--- src/hw/rtl/amd_pkg.sv ---
// Shared types and constants for the accelerometer motion detector.
package amd_pkg;

	// Configuration register indexes
	localparam logic CFG_DELTA_THRESHOLD = 1'b0;
	localparam logic CFG_COOLDOWN_MS     = 1'b1;

	// Configuration reset values
	localparam logic [15:0] THRESHOLD_RESET = 16'd400;
	localparam logic [31:0] COOLDOWN_RESET  = 32'd500;

	// Result kinds
	localparam logic KIND_RESTART = 1'b0;
	localparam logic KIND_MOTION  = 1'b1;

	// Input actions
	localparam logic ACT_SAMPLE  = 1'b0;
	localparam logic ACT_RESTART = 1'b1;

	localparam int NUM_AXES = 3;

	typedef struct packed {
		logic               action;
		logic signed [15:0] accel_x;
		logic signed [15:0] accel_y;
		logic signed [15:0] accel_z;
		logic [31:0]        timestamp_ms;
	} amd_in_t;

	typedef struct packed {
		logic       event_kind;
		logic [7:0] event_count;
	} amd_out_t;

	// Merge stage to output buffer
	typedef struct packed {
		logic     push;
		amd_out_t data;
	} amd_push_t;

endpackage

--- src/hw/rtl/amd_if.sv ---
// Valid/ready channel interfaces for samples in and events out.
interface amd_in_if;
	import amd_pkg::*;
	logic    valid;
	logic    ready;
	amd_in_t data;
	modport source (output valid, output data, input ready);
	modport sink   (input valid, input data, output ready);
endinterface

interface amd_out_if;
	import amd_pkg::*;
	logic     valid;
	logic     ready;
	amd_out_t data;
	modport source (output valid, output data, input ready);
	modport sink   (input valid, input data, output ready);
endinterface

--- src/hw/rtl/amd_axis_lane.sv ---
// One axis lane: holds the reference sample and flags a change at or above threshold.
module amd_axis_lane (
	input  logic               clk,
	input  logic               arst_n,
	input  logic               load,
	input  logic signed [15:0] sample,
	input  logic [15:0]        threshold,
	output logic               moved
);
	logic signed [15:0] prev_q;
	logic signed [16:0] diff;
	logic signed [16:0] mag;

	// absolute change, exact in 16 bits unsigned
	always_comb begin
		diff  = 17'(sample) - 17'(prev_q);
		mag   = diff[16] ? -diff : diff;
		moved = (mag[15:0] >= threshold);
	end

	// reference follows every accepted sample
	always_ff @(posedge clk or negedge arst_n) begin
		if (!arst_n) begin
			prev_q <= '0;
		end else if (load) begin
			prev_q <= sample;
		end
	end
endmodule

--- src/hw/rtl/amd_merge.sv ---
// Merge stage: combines lane flags with cooldown, keeps count and event time.
module amd_merge (
	input  logic                           clk,
	input  logic                           arst_n,
	input  logic                           accept,
	input  logic                           action,
	input  logic [31:0]                    timestamp_ms,
	input  logic [amd_pkg::NUM_AXES-1:0]   lane_moved,
	input  logic [31:0]                    cooldown_ms,
	output amd_pkg::amd_push_t             push
);
	import amd_pkg::*;

	logic        awaiting_first_q;
	logic [31:0] last_time_q;
	logic [7:0]  count_q;
	logic [31:0] elapsed;
	logic        motion;

	// event decision for the current item
	always_comb begin
		elapsed = timestamp_ms - last_time_q;
		motion  = accept && (action == ACT_SAMPLE) && !awaiting_first_q
			&& (|lane_moved) && (elapsed > cooldown_ms);
		push.push = accept && ((action == ACT_RESTART) || motion);
		if (action == ACT_RESTART) begin
			push.data.event_kind  = KIND_RESTART;
			push.data.event_count = '0;
		end else begin
			push.data.event_kind  = KIND_MOTION;
			push.data.event_count = count_q + 8'd1;
		end
	end

	// detector state
	always_ff @(posedge clk or negedge arst_n) begin
		if (!arst_n) begin
			awaiting_first_q <= 1'b1;
			last_time_q      <= '0;
			count_q          <= '0;
		end else if (accept) begin
			if (action == ACT_RESTART) begin
				count_q <= '0;
			end else begin
				awaiting_first_q <= 1'b0;
				if (motion) begin
					count_q     <= count_q + 8'd1;
					last_time_q <= timestamp_ms;
				end
			end
		end
	end

	// restart always leaves a zero count
	a_restart_clears: assert property (@(posedge clk) disable iff (!arst_n)
		accept && action == ACT_RESTART |=> count_q == 8'd0)
		else $error("count not cleared by restart");

	// a motion event stamps the event time
	a_motion_stamps: assert property (@(posedge clk) disable iff (!arst_n)
		motion |=> last_time_q == $past(timestamp_ms))
		else $error("event time not updated");

	// the first sample never gives a result
	a_first_silent: assert property (@(posedge clk) disable iff (!arst_n)
		accept && awaiting_first_q && action == ACT_SAMPLE |-> !push.push)
		else $error("result on first sample");

	// count moves only through an accepted item
	a_count_stable: assert property (@(posedge clk) disable iff (!arst_n)
		!accept |=> $stable(count_q))
		else $error("count changed without an item");
endmodule

--- src/hw/rtl/amd_out_buf.sv ---
// Two-entry result buffer: output register plus skid entry.
module amd_out_buf (
	input  logic               clk,
	input  logic               arst_n,
	input  amd_pkg::amd_push_t push,
	output logic               full,
	amd_out_if.source          result
);
	import amd_pkg::*;

	logic     head_vld_q;
	logic     skid_vld_q;
	amd_out_t head_q;
	amd_out_t skid_q;
	logic     pop;

	assign pop          = head_vld_q && result.ready;
	assign full         = skid_vld_q;
	assign result.valid = head_vld_q;
	assign result.data  = head_q;

	// valid flags
	always_ff @(posedge clk or negedge arst_n) begin
		if (!arst_n) begin
			head_vld_q <= 1'b0;
			skid_vld_q <= 1'b0;
		end else begin
			if (!head_vld_q) begin
				head_vld_q <= push.push;
			end else if (pop) begin
				if (skid_vld_q) begin
					skid_vld_q <= 1'b0;
				end else begin
					head_vld_q <= push.push;
				end
			end else if (push.push) begin
				skid_vld_q <= 1'b1;
			end
		end
	end

	// payload
	always_ff @(posedge clk) begin
		if (!head_vld_q || pop) begin
			head_q <= skid_vld_q ? skid_q : push.data;
		end
		if (head_vld_q && !pop && push.push) begin
			skid_q <= push.data;
		end
	end

	// skid is only used behind a full head
	a_skid_behind_head: assert property (@(posedge clk) disable iff (!arst_n)
		skid_vld_q |-> head_vld_q)
		else $error("skid valid with empty head");

	// no push into a full buffer
	a_no_overflow: assert property (@(posedge clk) disable iff (!arst_n)
		skid_vld_q |-> !push.push)
		else $error("push into full buffer");
endmodule

--- src/hw/rtl/accel_motion_detector.sv ---
// Top level of the accelerometer any-motion detector with cooldown.
//
//  channel  | dir | handshake     | payload
//  sample   | in  | valid/ready   | action, accel_x/y/z, timestamp_ms
//  result   | out | valid/ready   | event_kind, event_count
//  cfg      | in  | cfg_we        | cfg_idx selects register, cfg_data
//
// One item per cycle while sample.ready is high; each result is registered.
// Three axis lanes compare in parallel; the merge stage holds the feedback
// state (count, event time) and decides within that same cycle.
// sample.ready drops only while both result buffer entries are full.
// arst_n clears state, buffers and sets registers to 400 and 500.
module accel_motion_detector (
	input  logic        clk,
	input  logic        arst_n,
	input  logic        cfg_we,
	input  logic        cfg_idx,
	input  logic [31:0] cfg_data,
	amd_in_if.sink      sample,
	amd_out_if.source   result
);
	import amd_pkg::*;

	logic [15:0]         threshold_q;
	logic [31:0]         cooldown_q;
	logic                accept;
	logic                load;
	logic                full;
	logic [NUM_AXES-1:0] lane_moved;
	amd_push_t           push;

	assign sample.ready = !full;
	assign accept       = sample.valid && !full;
	assign load         = accept && (sample.data.action == ACT_SAMPLE);

	// configuration registers
	always_ff @(posedge clk or negedge arst_n) begin
		if (!arst_n) begin
			threshold_q <= THRESHOLD_RESET;
			cooldown_q  <= COOLDOWN_RESET;
		end else if (cfg_we) begin
			case (cfg_idx)
				CFG_DELTA_THRESHOLD: threshold_q <= cfg_data[15:0];
				CFG_COOLDOWN_MS:     cooldown_q  <= cfg_data;
				default:             ;
			endcase
		end
	end

	// axis lanes
	amd_axis_lane u_lane_x (
		.clk(clk), .arst_n(arst_n), .load(load), .sample(sample.data.accel_x),
		.threshold(threshold_q), .moved(lane_moved[0])
	);
	amd_axis_lane u_lane_y (
		.clk(clk), .arst_n(arst_n), .load(load), .sample(sample.data.accel_y),
		.threshold(threshold_q), .moved(lane_moved[1])
	);
	amd_axis_lane u_lane_z (
		.clk(clk), .arst_n(arst_n), .load(load), .sample(sample.data.accel_z),
		.threshold(threshold_q), .moved(lane_moved[2])
	);

	// merge lanes with cooldown and count
	amd_merge u_merge (
		.clk(clk), .arst_n(arst_n), .accept(accept), .action(sample.data.action),
		.timestamp_ms(sample.data.timestamp_ms), .lane_moved(lane_moved),
		.cooldown_ms(cooldown_q), .push(push)
	);

	// result buffer
	amd_out_buf u_out_buf (
		.clk(clk), .arst_n(arst_n), .push(push), .full(full), .result(result)
	);
endmodule
--- src/flat_wrapper.sv ---
// flat-port wrapper written by rule: the top's interface ports become plain ports
module accel_motion_detector_flat import amd_pkg::*;
  (clk, arst_n, cfg_we, cfg_idx, cfg_data, sample_valid, sample_data, sample_ready, result_valid, result_data, result_ready);
  amd_in_if sample_i ();
  amd_out_if result_i ();
  input  logic clk;
  input  logic arst_n;
  input  logic cfg_we;
  input  logic cfg_idx;
  input  logic [31:0] cfg_data;
  input wire logic [$bits(sample_i.valid)-1:0] sample_valid;
  input wire logic [$bits(sample_i.data)-1:0] sample_data;
  output wire logic [$bits(sample_i.ready)-1:0] sample_ready;
  output wire logic [$bits(result_i.valid)-1:0] result_valid;
  output wire logic [$bits(result_i.data)-1:0] result_data;
  input wire logic [$bits(result_i.ready)-1:0] result_ready;
  assign sample_i.valid = sample_valid;
  assign sample_i.data = sample_data;
  assign sample_ready = sample_i.ready;
  assign result_valid = result_i.valid;
  assign result_data = result_i.data;
  assign result_i.ready = result_ready;
  accel_motion_detector u_core (.clk(clk), .arst_n(arst_n), .cfg_we(cfg_we), .cfg_idx(cfg_idx), .cfg_data(cfg_data), .sample(sample_i), .result(result_i));
endmodule
--- config.mk ---
export PLATFORM = sky130hd
export DESIGN_NAME = accel_motion_detector_flat
export DESIGN_NICKNAME = d
export VERILOG_FILES = /design/src/hw/rtl/amd_pkg.sv /design/src/hw/rtl/amd_if.sv /design/src/hw/rtl/amd_axis_lane.sv /design/src/hw/rtl/amd_merge.sv /design/src/hw/rtl/amd_out_buf.sv /design/src/hw/rtl/accel_motion_detector.sv /design/src/flat_wrapper.sv
export SDC_FILE = /design/constraint.sdc
export NUM_CORES = 1
export LEC_CHECK = 0
export BUFFER_PORTS_ARGS = -buffer_cell sky130_fd_sc_hd__buf_2
export CAP_MARGIN = 20
export CORE_MARGIN = 2
export CORE_UTILIZATION = 53
export DETAILED_ROUTE_END_ITERATION = 8
export PLACE_DENSITY = 0.73
export SYNTH_ARGS = -nofsm -noshare
export SYNTH_HDL_FRONTEND = slang
export SYNTH_SLANG_ARGS = --single-unit
--- constraint.sdc ---
create_clock -name clk -period 7.76 [get_ports clk]
set_clock_uncertainty 0.15 [all_clocks]
set_input_delay 1.164 -clock clk [delete_from_list [all_inputs] [get_ports clk]]
set_output_delay 1.164 -clock clk [all_outputs]
set_load 0.02 [all_outputs]
Word level (Yosys, flattened, before mapping)
Cells that the tools add are included.

storage, ports and cells
  register bits = 157
  logic and storage cells = 64
  output and inout port bits = 11

cells by class
  multiplexer cells = 12
  reduce and logical (&&, ||, !) cells = 24
  $add $sub $neg = 8
  bitwise gates (word level) = 2
  magnitude comparators = 4

operators with widths
  cell                 number
  $sub 16x16->17       3
  $ge 16x16->1         3
  $mux 16              3
  $neg 16->16          3
  $gt 32x32->1         1
  $sub 32x32->32       1
  $mux 9               2
  $mux 8               2
  $reduce_and 2->1     5
  $logic_and 1x1->1    9
  $add 8x1->8 const B  1
  $mux 1               5
  $logic_not 1->1      4
  $reduce_bool 2->1    2
  $reduce_and 3->1     1
  $reduce_or 3->1      1
  $logic_or 1x1->1     2
  $not 1->1            2

Longest topological paths before layout
Gate-level depths: netlist (run 1).

  word-level depth = 12
  gate-level depth with buffers = 25
  mapped depth without buffers = 24

Hierarchy
From an unflattened synthesis (run 1), not the netlist that was laid out.

unflattened totals
  cells, all modules = 1503
  area, all modules = 13860.8 um^2

modules (own cells, without submodules)
  module                 area each (um^2)  cells each  instances
  amd_axis_lane          2184.6            275         3
  amd_merge              4588.2            534         1
  accel_motion_detector  1944.4            107         1
  amd_out_buf            774.5             37          1

Worst setup path after synthesis (run 1)
OpenSTA, ideal clock, no wires.

  kind = input port to flip-flop
  from = input port sample_data[64]
  to = register u_core.u_out_buf.skid_q[0] (netlist name) (enable)
  path buffers = 1
  arrival time = 5902 ps
  required time = 7235 ps
  setup time = 375 ps
  stages = 23
  setup slack = 1332 ps
  cell sequence = inv_1 -> ha_1 -> fa_1 -> nand2b_1 -> a21oi_1 -> nor3_1 -> nor3b_1 -> o21ai_0 -> a21oi_1 -> a41oi_1 -> a21oi_1 -> clkbuf_1 -> mux2i_1 -> ha_1 -> a21o_1 -> a21o_1 -> a21o_1 -> a21o_1 -> a2111oi_2 -> o41ai_1 -> o31ai_4 -> a21oi_1 -> nor2b_1

on the way
  word-level cells in the longest chain between the ends = 10

RTL lines
  what                               line                 source
  from (decl)                        flat_wrapper.sv:12   input wire logic [$bits(sample_i.data)-1:0] sample_data;
  $sub 16x16->17 *                   amd_axis_lane.sv:16  diff = 17'(sample) - 17'(prev_q);
  $neg 16->16                        amd_axis_lane.sv:17  mag = diff[16] ? -diff : diff;
  $mux 16 *                          amd_axis_lane.sv:17
  $ge 16x16->1 *                     amd_axis_lane.sv:18  moved = (mag[15:0] >= threshold);
  $reduce_or 3->1 *                  amd_merge.sv:24      && (|lane_moved) && (elapsed > cooldown_ms);
  $logic_and 1x1->1 * (2 in series)  amd_merge.sv:24
  $logic_or 1x1->1 *                 amd_merge.sv:25      push.push = accept && ((action == ACT_RESTART) || motion);
  $logic_and 1x1->1 *                amd_merge.sv:25
  $logic_and 1x1->1 *                amd_out_buf.sv:47    if (head_vld_q && !pop && push.push) begin
  to (signal assigned)               amd_out_buf.sv:48    skid_q <= push.data;
  to (decl)                          amd_out_buf.sv:14    amd_out_t skid_q;

Every way passes the cells marked *; elsewhere a longest branch is shown, timed or not.
A chain may end at the register's enable or synchronous reset.

Final worst setup path (run 1)
  from = input port sample_data[0]
  to = register u_core.u_out_buf.skid_q[8] (netlist name) (enable)

on the way
  word-level cells in the longest chain between the ends = 6

RTL lines
  what               line               source
  $sub 32x32->32     amd_merge.sv:22    elapsed = timestamp_ms - last_time_q;
  $gt 32x32->1       amd_merge.sv:24
  $logic_and 1x1->1  amd_merge.sv:24
  $logic_or 1x1->1   amd_merge.sv:25
  $logic_and 1x1->1  amd_merge.sv:25
  $logic_and 1x1->1  amd_out_buf.sv:47

No other way between the ends.

==> reports/summary.json, run 1 <==
{
  "netlist_instances": 1408,
  "die-area_sq_um": 25100,
  "areaGrowthSynthToFinish_pct": 12.5,
  "fillerInstances": 2115,
  "seq_area_frac_synth_pct": 31.9,
  "ir_worst_vdd_mv": 0.186,
  "number_of_nets_at_the_end_of_the_flow": 1818,
  "row_count": 56,
  "syn_nets": 1694,
  "grt_start_max_net_pins": 95,
  "finalMaxSlewViolations": 0,
  "synth_top_cell_area_share_pct": 25.6,
  "cp_common_cell": "sky130_fd_sc_hd__a21oi_1",
  "cts.hold.buffers_added": 0,
  "multi_input_logic_area_sq_um": 7890,
  "synth_top_cells_by_area": "sky130_fd_sc_hd__dfrtp_1 26%, sky130_fd_sc_hd__ha_1 16%, sky130_fd_sc_hd__xnor2_1 5.3%",
  "grt_use_total_pct": 23.5,
  "critPathArrivalTime_ns": 6.61,
  "p_sw_share_pct": 44.7,
  "worst_setup_hold_path_clk_slew_ns": 0.07,
  "post-synth-top-count-cell": "sky130_fd_sc_hd__ha_1",
  "fp.coreArea_sq_um": 23400,
  "clkPwrFrac_pct": 14.2,
  "p_leak_nw": 6.74,
  "clock_latency_ns": 0.44,
  "critical_path.startpoint_type": "primary input",
  "hp-class": "register to register",
  "rr_worst_depth": 23,
  "ys_warn_count": 0,
  "post-route-util_pct": 60.7,
  "initial_core_utilization_pct": 53.9,
  "capturing_element_type_of_the_critical_path": "register",
  "ant_nets": 0,
  "status": "finished, final reports clean",
  "worst-setup-path-type": "primary input to register",
  "register_bit_count_reported_by_yosys": 157,
  "rsz0062_at_grt": "no",
  "critical_path_depth": 25,
  "switchingPower_w": 0.00274,
  "ctsRootBufferMaster": "sky130_fd_sc_hd__clkbuf_16",
  "critPathMaxFanout": 9,
  "vias_per_cell": 5.47,
  "mappedNetlistArea_sq_um": 12600,
  "gpl.final_weighted_congestion": 0.866,
  "setup_viol": 0,
  "cts_inserted_buffers": 17,
  "dpl.hpwl_um": 21700,
  "hold_violations": 0,
  "routed_wl_um": 28300,
  "timing.critical_path.buf_inv": 3,
  "die_width_um": 158,
  "relSlewSlack_pct": 37.9,
  "p_comb_share_pct": 65.9,
  "postSynthAreaPerCell_sq_um": 8.97,
  "crit_family": "compound AO/OA/AOI/OAI gates",
  "synth-async-reset-ratio_pct": 88.5,
  "fmax_ghz": 0.149,
  "post_cts_resized": 0,
  "crit_path_top_delay_cell": "sky130_fd_sc_hd__nor2b_1",
  "required_time_at_the_endpoint_of_the_critical_path_ns": 7.67,
  "post_route_cells_drive_above_1_share_pct": 15.1,
  "grt_pass1_vias": 10000,
  "drt-pass1-iter-count": 4,
  "io_buffer_count": 129,
  "seq_area_sq_um": 4030,
  "cts_max_path_buffers": 2,
  "antenna_found_initial": 2,
  "grt_pass1_wl_um": 47500,
  "detailedRoute.firstIterationViolations": 439,
  "synth_top_cell_by_area": "sky130_fd_sc_hd__dfrtp_1",
  "post-route-period-util_pct": 86.3,
  "clock_sinks": 157,
  "critical-path-max-stage-delay_ns": 0.67,
  "post_synth_num_cell_types": 69,
  "cts_tree": "yes",
  "cellPowerDensity_nw_per_um2": 432,
  "design.portCount": 130,
  "globalRoute.totalOverflow": 0,
  "number_of_vias_in_the_routed_layout": 10200,
  "routedWlPerCell_um": 15.1,
  "htree_levels": 4,
  "finalSetupTns_ns": 0,
  "internal_power_w": 0.00339,
  "drcViolationCount": 0,
  "synthFlopType": "sky130_fd_sc_hd__dfrtp_1",
  "final.min_clock_period_ns": 6.70,
  "min_path_cells": 1,
  "fp.dieH_um": 158,
  "maxCapViolations": 0,
  "cts_setup_buffers": 0,
  "pwr-share-seq_pct": 19.9,
  "worst-slew-pin-transition_ns": 0.920,
  "count_of_flip_flops_with_a_built_in_enable_after_synthesis": 18,
  "synth.cells.most_frequent": "163 x sky130_fd_sc_hd__ha_1, 152 x sky130_fd_sc_hd__inv_1, 129 x sky130_fd_sc_hd__dfrtp_1"
}
[logic make-up after synthesis]
group / share of synthesized area (%)
simple gates: 13.9
fa+ha+maj: 16.8
xor+xnor: 7.63
mux: 6.30
buf+inv: 5.66
flops: 31.9
compound gates: 17.7
[flip-flops by register name, summed over array words and instances (netlist names)]
name / count
u_core.u_out_buf.result.valid: 1
u_core.u_out_buf.full: 1
u_core.cooldown_q: 32
u_core.threshold_q: 16
u_core.u_merge.last_time_q: 32
u_core.u_out_buf.skid_q: 9
u_core.u_merge.count_q: 8
u_core.u_lane_z.prev_q: 16
u_core.u_lane_x.prev_q: 16
u_core.u_lane_y.prev_q: 16
u_core.u_merge.awaiting_first_q: 1
u_core.u_out_buf.result.data: 9
[through the flow]
step | worst slack, ns | cells | instance area [sq um] | power, W | hold slack, ns
after detailed placement | 0.739 | 1831 | 13600 | 0.00521 | 0.326
after global routing | 0.729 | 1866 | 14200 | 0.00675 | 0.343
final | 1.06 | 1866 | 14200 | 0.00613 | 0.339
after CTS | 1.15 | 1863 | 14200 | 0.00614 | 0.338
after global placement | 0.927 | 1831 | 13600 | 0.00507 | 0.323
after floorplan | 1.33 | 1408 | 12600 | 0.00440 | 0.302
[worst register-to-register path, cell delays in order, from the launching register on]
cell and delay (ns):
sky130_fd_sc_hd__dfrtp_1 0.36, sky130_fd_sc_hd__ha_1 0.18, sky130_fd_sc_hd__inv_1 0.06, sky130_fd_sc_hd__fa_1 0.40, sky130_fd_sc_hd__a21o_1 0.18, sky130_fd_sc_hd__a221oi_1 0.53
sky130_fd_sc_hd__o21bai_1 0.20, sky130_fd_sc_hd__nand3_1 0.14, sky130_fd_sc_hd__a31oi_1 0.14, sky130_fd_sc_hd__nand3_1 0.12, sky130_fd_sc_hd__a21oi_1 0.14, sky130_fd_sc_hd__a221o_1 0.35
sky130_fd_sc_hd__a21oi_1 0.18, sky130_fd_sc_hd__xnor2_1 0.14, sky130_fd_sc_hd__ha_1 0.26, sky130_fd_sc_hd__nand4_1 0.11, sky130_fd_sc_hd__nor2_1 0.07, sky130_fd_sc_hd__nand2_1 0.07
sky130_fd_sc_hd__nor2_1 0.06, sky130_fd_sc_hd__a2111o_1 0.35, sky130_fd_sc_hd__a21oi_1 0.39, sky130_fd_sc_hd__o31ai_4 0.15, sky130_fd_sc_hd__a21oi_1 0.38, sky130_fd_sc_hd__nor2b_1 0.67
[cell type report]
cell class / instances / share of cell area, %
tap: 319 / 2.81
timing repair buffer: 135 / 4.96
clock inverter: 15 / 1.27
antenna: 2 / 0.0352
sequential: 157 / 28.4
clock buffer: 17 / 2.99
inverter: 152 / 4.02
multi-input combinational: 1069 / 55.5
[placed cells by master, fill, tap and decap left out, drive strengths merged, types with 31 or more instances in the layout]
master,instances
ha,163
inv,158
buf,135
dfrtp,129
nand2,116
o21ai,109
nor2,89
a21oi,84
xnor2,76
mux2,68
a21o,45
xor2,34
nand3,31
[routing by layer]
layer / part of all wire (%) / track usage, % / up-vias
li1: - / - / 5209
met3: 3.8 / 3.27 / 32
met2: 47 / 40.4 / 204
met1: 47 / 30.9 / 4768
met4: 2.3 / 6.91 / 0
met5: 0 / 0 / -
[power by group through the flow]
stage	Sequential, W	Combinational [W]	Clock, W
2_1_floorplan	0.00122	0.00317	0
3_3_place_gp	0.00122	0.00385	0
3_5_place_dp	0.00123	0.00398	0
4_1_cts	0.00122	0.00403	0.000891
5_1_grt	0.00125	0.00458	0.000925
6_report	0.00122	0.00404	0.000872
[final timing paths]
path	startpoint	endpoint	slack [ns]
worst max-delay path	sample_data[0]	u_core.u_out_buf.skid_q[8]$_DFFE_PP_	1.06
worst min-delay path	u_core.u_merge.awaiting_first_q$_DFFE_PN1P_	u_core.u_merge.awaiting_first_q$_DFFE_PN1P_	0.34
worst max register to register	u_core.u_merge.last_time_q[0]$_DFFE_PN0P_	u_core.u_out_buf.skid_q[8]$_DFFE_PP_	1.59
worst min register to register	u_core.u_merge.awaiting_first_q$_DFFE_PN1P_	u_core.u_merge.awaiting_first_q$_DFFE_PN1P_	0.34
max in group asynchronous	arst_n	u_core.threshold_q[9]$_DFFE_PN0P_	5.50
min in group asynchronous	arst_n	u_core.cooldown_q[17]$_DFFE_PN0P_	0.59
Power figures use the tool's default switching activity.
==> run 2: changes to the inputs <==
--- a/config.mk
+++ b/config.mk
@@ -10,7 +10,7 @@
 export CORE_MARGIN = 2
 export CORE_UTILIZATION = 53
 export DETAILED_ROUTE_END_ITERATION = 8
-export PLACE_DENSITY = 0.73
+export PLACE_DENSITY = 0.76
 export SYNTH_ARGS = -nofsm -noshare
 export SYNTH_HDL_FRONTEND = slang
 export SYNTH_SLANG_ARGS = --single-unit
==> constraint.sdc (replaced) <==
create_clock -name clk -period 6.06 [get_ports clk]
set_clock_uncertainty 0.15 [all_clocks]
set_input_delay 0.909 -clock clk [delete_from_list [all_inputs] [get_ports clk]]
set_output_delay 0.909 -clock clk [all_outputs]
set_load 0.02 [all_outputs]
==> run 2 against run 1 <==
Against the previous run:
- sequential cell count is the same
- global-route usage grew 0.23 points
- register-to-register slack lost 1.0 ns
- cell area grew 1.4%
- clock power grew 22%
- combinational power grew 33%
- first-iteration DRC count grew 6.8%
- critical path depth shrank 2
- sequential power grew 28%
- final cell count grew 1.4%
- via count grew 2.2%
- critical path type unchanged
==> reports/summary.json, run 2 (synthesis gave the netlist of run 1 again) <==
{
  "switchingPower_w": 0.00361,
  "areaGrowthSynthToFinish_pct": 14.1,
  "routedWlPerCell_um": 15.1,
  "layout_commonest_cell": "sky130_fd_sc_hd__ha_1",
  "fp.coreArea_sq_um": 23400,
  "die_width_um": 158,
  "antenna_found_initial": 1,
  "cp-startpoint": "sample_data[32]",
  "finalMaxSlewViolations": 0,
  "grt_pass1_vias": 10400,
  "antenna-diode-count": 0,
  "cts_max_path_buffers": 2,
  "critPathMaxFanout": 26,
  "globalRoute.totalOverflow": 0,
  "number_of_nets_at_the_end_of_the_flow": 1846,
  "grt_use_total_pct": 23.7,
  "drt-pass1-iter-count": 5,
  "timing.rr.start": "u_core.u_lane_z.prev_q[0]$_DFFE_PN0P_",
  "place_area_sq_um": 13800,
  "critical_path.startpoint_type": "primary input",
  "ctsRootBufferMaster": "sky130_fd_sc_hd__clkbuf_16",
  "io_buffer_count": 129,
  "required_time_at_the_endpoint_of_the_critical_path_ns": 6.23,
  "drcViolationCount": 0,
  "totalPowerFinal_w": 0.00800,
  "critical_path.reg2reg.endpoint": "u_core.u_merge.last_time_q[31]$_DFFE_PN0P_",
  "relSlewSlack_pct": 42.2,
  "row_count": 56,
  "pwr-share-seq_pct": 19.5,
  "status": "finished, final reports clean",
  "min_path_cells": 1,
  "worst_setup_hold_path_clk_slew_ns": 0.07,
  "worst-setup-path-type": "primary input to register",
  "fmax_ghz": 0.175,
  "ir_worst_vdd_mv": 0.275,
  "maxCapViolations": 0,
  "internal_power_w": 0.00439,
  "ant_nets": 0,
  "clock_sinks": 157,
  "layout.cells.most_common_list": "163 x sky130_fd_sc_hd__ha_1, 152 x sky130_fd_sc_hd__inv_1, 129 x sky130_fd_sc_hd__dfrtp_1",
  "fp.dieH_um": 158,
  "number_of_vias_in_the_routed_layout": 10400,
  "rsz0062_at_grt": "no",
  "crit_path_end": "u_core.u_merge.last_time_q[31]$_DFFE_PN0P_",
  "fin_area_sq_um": 14400,
  "post-route-period-util_pct": 94.3,
  "htree_levels": 4,
  "vias_per_cell": 5.52,
  "clock_latency_ns": 0.44,
  "grt_start_max_net_pins": 92,
  "die-area_sq_um": 25100,
  "gpl.final_weighted_congestion": 0.939,
  "largest_regs": "u_core.cooldown_q: 32 flops, u_core.u_merge.last_time_q: 32 flops",
  "detailedRoute.firstIterationViolations": 469,
  "timing.reg2reg.setup_slack_ns": 0.55,
  "worst-slew-pin-transition_ns": 0.867,
  "capturing_element_type_of_the_critical_path": "register",
  "post_route_cells_drive_above_1_share_pct": 17.0,
  "dpl.hpwl_um": 22400,
  "hold_violations": 0,
  "setup_viol": 0,
  "cts.hold.buffers_added": 0,
  "initial_core_utilization_pct": 53.9,
  "critPathArrivalTime_ns": 5.88,
  "p_leak_nw": 6.86,
  "design.portCount": 130,
  "p_comb_share_pct": 67.3,
  "cts_tree": "yes",
  "cellPowerDensity_nw_per_um2": 555,
  "hp-class": "register to register",
  "clkPwrFrac_pct": 13.2,
  "routed_wl_um": 28500,
  "rr_worst_depth": 21,
  "final.min_clock_period_ns": 5.72,
  "grt_pass1_wl_um": 47800,
  "p_sw_share_pct": 45.2,
  "cts_inserted_buffers": 17
}
run 2: what timing repair did:
action	in CTS	in global routing
buffers inserted	0	0
resized for setup	0	4
endpoints found under the hold margin	0	0
setup endpoints to repair	0	25
run 2: per-stage QoR:
stage                     utilization [%]  hold WS (ns)  setup WS (ns)  TNS (ns)  instances
after floorplan                         -         0.302         0.0526         0       1408
after global placement               59.0         0.324        0.00499         0       1860
after detailed placement             59.0         0.331         -0.120     -3.89       1860
after CTS                            61.5         0.344          0.345         0       1892
after global routing                 61.6         0.356         0.0293         0       1892
final                                61.6         0.342          0.344         0       1892
run 2: critical path: stages:
cell	delay, ns
sky130_fd_sc_hd__buf_2	0.09
sky130_fd_sc_hd__inv_1	0.04
sky130_fd_sc_hd__ha_1	0.20
sky130_fd_sc_hd__fa_1	0.37
sky130_fd_sc_hd__nand2b_1	0.17
sky130_fd_sc_hd__a21oi_1	0.22
sky130_fd_sc_hd__o221ai_1	0.19
sky130_fd_sc_hd__and2b_1	0.21
sky130_fd_sc_hd__xnor2_1	0.14
sky130_fd_sc_hd__nor4_2	0.33
sky130_fd_sc_hd__nand3_1	0.13
sky130_fd_sc_hd__or4_1	0.50
sky130_fd_sc_hd__o21ai_2	0.14
sky130_fd_sc_hd__xnor2_1	0.14
sky130_fd_sc_hd__ha_1	0.28
sky130_fd_sc_hd__a222oi_1	0.35
sky130_fd_sc_hd__nand4_1	0.16
sky130_fd_sc_hd__nor3_2	0.19
sky130_fd_sc_hd__o41ai_2	0.14
sky130_fd_sc_hd__o31ai_4	0.25
sky130_fd_sc_hd__buf_4	0.17
sky130_fd_sc_hd__buf_12	0.18
sky130_fd_sc_hd__mux2_1	0.35
run 2: worst min path at each step:
| stage | start | endpoint |
|---|---|---|
| 2_1_floorplan | u_core.u_merge.last_time_q[0]$_DFFE_PN0P_ | u_core.u_merge.last_time_q[0]$_DFFE_PN0P_ |
| 3_5_place_dp | u_core.u_merge.last_time_q[28]$_DFFE_PN0P_ | u_core.u_merge.last_time_q[28]$_DFFE_PN0P_ |
| 4_1_cts | u_core.u_merge.awaiting_first_q$_DFFE_PN1P_ | u_core.u_merge.awaiting_first_q$_DFFE_PN1P_ |
| 3_3_place_gp | u_core.u_merge.last_time_q[9]$_DFFE_PN0P_ | u_core.u_merge.last_time_q[9]$_DFFE_PN0P_ |
| 5_1_grt | u_core.u_merge.awaiting_first_q$_DFFE_PN1P_ | u_core.u_merge.awaiting_first_q$_DFFE_PN1P_ |
| 6_report | u_core.u_merge.last_time_q[28]$_DFFE_PN0P_ | u_core.u_merge.last_time_q[28]$_DFFE_PN0P_ |
run 2: final cells by class:
| class | count | area [sq um] |
|---|---|---|
| fillers | 2085 | 9000 |
| clock inverters | 15 | 144 |
| inverters | 152 | 571 |
| flip-flops and latches | 157 | 4030 |
| well taps | 319 | 399 |
| multi-input cells | 1069 | 7920 |
| clock buffers | 17 | 425 |
| repair buffers | 163 | 920 |
run 2: power by group through the flow:
| stage | registers, W | clock network [W] | logic [W] |
|---|---|---|---|
| 5_1_grt | 0.00160 | 0.00112 | 0.00608 |
| 3_5_place_dp | 0.00158 | 0 | 0.00528 |
| 4_1_cts | 0.00156 | 0.00107 | 0.00534 |
| 6_report | 0.00156 | 0.00106 | 0.00538 |
| 3_3_place_gp | 0.00156 | 0 | 0.00509 |
| 2_1_floorplan | 0.00157 | 0 | 0.00406 |
run 2: per-layer routing:
metal / track usage, % / wire (um)
met1: 29.4 / 13100
met2: 41.8 / 13600
met3: 3.70 / 1030
met4: 8.79 / 801
met5: 0 / 12
==> run 3: changes to the inputs <==
--- a/config.mk
+++ b/config.mk
@@ -5,12 +5,14 @@
 export SDC_FILE = /design/constraint.sdc
 export NUM_CORES = 1
 export LEC_CHECK = 0
+export ABC_AREA = 1
 export BUFFER_PORTS_ARGS = -buffer_cell sky130_fd_sc_hd__buf_2
 export CAP_MARGIN = 20
 export CORE_MARGIN = 2
 export CORE_UTILIZATION = 53
 export DETAILED_ROUTE_END_ITERATION = 8
-export PLACE_DENSITY = 0.76
+export GPL_ROUTABILITY_DRIVEN = 0
+export PLACE_DENSITY = 0.75
 export SYNTH_ARGS = -nofsm -noshare
 export SYNTH_HDL_FRONTEND = slang
 export SYNTH_SLANG_ARGS = --single-unit
==> run 3 against run 2 <==
Against the previous run:
- sequential power shrank 28%
- largest cell class unchanged
- sequential cell count is the same
- largest power group is now sequential cells
- combinational power shrank 88%
- critical endpoint is now u_core.u_out_buf.skid_q[3]$_DFFE_PP_
==> reports/summary.json, run 3 <==
{
  "fmax_ghz": 0.193,
  "clock_latency_ns": 0.44,
  "finalSetupTns_ns": 0,
  "hold_violations": 0,
  "crit_path_top_delay_cell": "sky130_fd_sc_hd__nor2_1",
  "clock_sinks": 157,
  "ctsRootBufferMaster": "sky130_fd_sc_hd__clkbuf_16",
  "areaGrowthSynthToFinish_pct": 10.9,
  "critPathArrivalTime_ns": 5.08,
  "critical-path-max-stage-delay_ns": 0.54,
  "routed_wl_um": 32200,
  "worst-slew-pin-transition_ns": 0.983,
  "ir_worst_vdd_mv": 0.155,
  "fillerInstances": 2443,
  "post_cts_resized": 0,
  "status": "finished, final reports clean",
  "number_of_vias_in_the_routed_layout": 13000,
  "synth_top_cell_area_share_pct": 23.3,
  "p_comb_share_pct": 22.5,
  "count_of_flip_flops_with_a_built_in_enable_after_synthesis": 18,
  "post-route-util_pct": 59.5,
  "clkPwrFrac_pct": 37.2,
  "instances_no_fill": 2493,
  "grtUsageMet2_pct": 40.9,
  "detailedRoute.firstIterationViolations": 806,
  "row_count": 59,
  "pwr-share-seq_pct": 40.3,
  "fp.coreArea_sq_um": 25800,
  "die-area_sq_um": 27400,
  "required_time_at_the_endpoint_of_the_critical_path_ns": 5.97,
  "post_synth_num_cell_types": 45,
  "mappedNetlistArea_sq_um": 13900,
  "htree_levels": 4,
  "grt_use_total_pct": 23.6,
  "drt-pass1-iter-count": 6,
  "globalRoute.totalOverflow": 0,
  "antenna-diode-count": 0,
  "p_leak_nw": 8.91,
  "cts_inserted_buffers": 17,
  "netlist_instances": 2024,
  "post_route_cells_drive_above_1_share_pct": 9.64,
  "synth_top_cell_by_area": "sky130_fd_sc_hd__dfrtp_1",
  "register_bit_count_reported_by_yosys": 157,
  "ant_nets": 0,
  "finalMaxSlewViolations": 0,
  "cts_tree": "yes",
  "ys_warn_count": 0,
  "worst_hold_startpoint": "u_core.u_merge.awaiting_first_q$_DFFE_PN1P_",
  "timing.rr.start": "u_core.u_lane_x.prev_q[0]$_DFFE_PN0P_",
  "hp-class": "register to register",
  "hold_slack_ns": 0.302,
  "cts_max_path_buffers": 2,
  "maxCapViolations": 0,
  "routedWlPerCell_um": 12.9,
  "cts_setup_buffers": 0,
  "initial_core_utilization_pct": 53.6,
  "setup_viol": 0,
  "cellPowerDensity_nw_per_um2": 182,
  "io_buffer_count": 129,
  "synth.cells.most_frequent": "517 x sky130_fd_sc_hd__nand2_1, 356 x sky130_fd_sc_hd__inv_1, 219 x sky130_fd_sc_hd__nor2_1",
  "cp-startpoint": "sample_data[64]",
  "layout.cells.most_common_list": "515 x sky130_fd_sc_hd__nand2_1, 356 x sky130_fd_sc_hd__inv_1, 219 x sky130_fd_sc_hd__nor2_1",
  "post-route-period-util_pct": 85.3,
  "critical_path.startpoint_type": "primary input",
  "die_width_um": 166,
  "largest_regs": "u_core.cooldown_q: 32 flops, u_core.u_merge.last_time_q: 32 flops",
  "relSlewSlack_pct": 34.2,
  "cp_common_cell": "sky130_fd_sc_hd__nand2_1",
  "number_of_nets_at_the_end_of_the_flow": 2431,
  "post-synth-top-count-cell": "sky130_fd_sc_hd__nand2_1",
  "grt_pass1_vias": 12400,
  "syn_nets": 2310,
  "worst-setup-path-type": "primary input to register",
  "grt_util_met3_pct": 3.18,
  "worst_setup_hold_path_clk_slew_ns": 0.06,
  "seq_area_frac_synth_pct": 29.1,
  "internal_power_w": 0.00188,
  "synth_top_cells_by_area": "sky130_fd_sc_hd__dfrtp_1 23%, sky130_fd_sc_hd__ha_1 15%, sky130_fd_sc_hd__nand2_1 14%",
  "switchingPower_w": 0.000916,
  "antenna_found_initial": 0,
  "critPathMaxFanout": 12,
  "rsz0062_at_grt": "no",
  "drcViolationCount": 0,
  "dpl.hpwl_um": 25400,
  "final.min_clock_period_ns": 5.17,
  "busiest_metal_layer_after_global_routing": "met2",
  "vias_per_cell": 5.21,
  "synthFlopType": "sky130_fd_sc_hd__dfrtp_1",
  "placed_cells_incl_taps": 2461,
  "fp.dieH_um": 166,
  "synth-async-reset-ratio_pct": 88.5,
  "p_sw_share_pct": 32.7,
  "layout_commonest_cell": "sky130_fd_sc_hd__nand2_1",
  "postSynthAreaPerCell_sq_um": 6.84,
  "design.portCount": 130,
  "capturing_element_type_of_the_critical_path": "register",
  "cts.hold.buffers_added": 0,
  "grt_pass1_wl_um": 55200,
  "grt_start_max_net_pins": 98,
  "grt_met1_use_pct": 30.9
}
-- run 3: through the flow --
stage / cell area, sq um / worst slack [ns] / total power (W)
detailed placement: 14800 / 0.547 / 0.00177
floorplan: 13900 / 1.19 / 0.00158
global placement: 14800 / 0.694 / 0.00174
finish: 15400 / 0.890 / 0.00280
CTS: 15400 / 0.926 / 0.00282
global route: 15400 / 0.403 / 0.00297
-- run 3: worst paths after layout --
check                                                               to  slack [ns]  cells after the start
setup / recovery                  u_core.u_out_buf.skid_q[3]$_DFFE_PP_        0.89                     29
hold / removal             u_core.u_merge.awaiting_first_q$_DFFE_PN1P_        0.30                      2
setup reg to reg                  u_core.u_out_buf.skid_q[3]$_DFFE_PP_        1.11                     27
hold reg to reg            u_core.u_merge.awaiting_first_q$_DFFE_PN1P_        0.30                      2
max in group asynchronous       u_core.u_lane_x.prev_q[15]$_DFFE_PN0P_        4.18                      2
min in group asynchronous    u_core.u_merge.last_time_q[1]$_DFFE_PN0P_        0.42                      1
-- run 3: cell type report --
| type | instances | area [sq um] | area share [%] |
|---|---|---|---|
| Sequential cell | 157 | 4030 | 26.2 |
| Clock inverter | 15 | 133 | 0.863 |
| Tap cell | 335 | 419 | 2.73 |
| Timing Repair Buffer | 132 | 674 | 4.39 |
| Inverter | 361 | 1360 | 8.82 |
| Clock buffer | 17 | 425 | 2.77 |
| Multi-Input combinational cell | 1476 | 8330 | 54.2 |
-- run 3: layer usage --
| layer | share of wire (%) | vias to the layer above | wire length (um) |
|---|---|---|---|
| li1 | - | 6694 | - |
| met2 | 48 | 312 | 15300 |
| met3 | 4.3 | 57 | 1370 |
| met5 | 0 | - | 0 |
| met4 | 2.2 | 0 | 706 |
| met1 | 46 | 5925 | 14800 |
-- run 3: cells by family after synthesis --
group                      after synthesis  share of synthesized area [%]
adders and majority gates              167                           15.3
buffers and inverters                  391                           10.8
AOI/OAI and AO/OA                      332                           12.8
and+or+nand+nor                        904                           27.0
xor gates and xnor gates                73                           4.97
DFF                                    157                           29.1
-- run 3: power by group through the flow --
stage               Sequential [W]  Combinational [W]  Clock (W)
floorplan                  0.00114           0.000434          0
global placement           0.00114           0.000598          0
detailed placement         0.00115           0.000624          0
CTS                        0.00113           0.000632    0.00106
global route               0.00113           0.000732    0.00111
finish                     0.00113           0.000631    0.00104
-- run 3: worst max-delay path, delay by kind of cell --
kind | cells | cell delay (ns)
buf+inv | 3 | 0.22
fa+ha+maj | 3 | 0.89
simple gates | 23 | 3.04
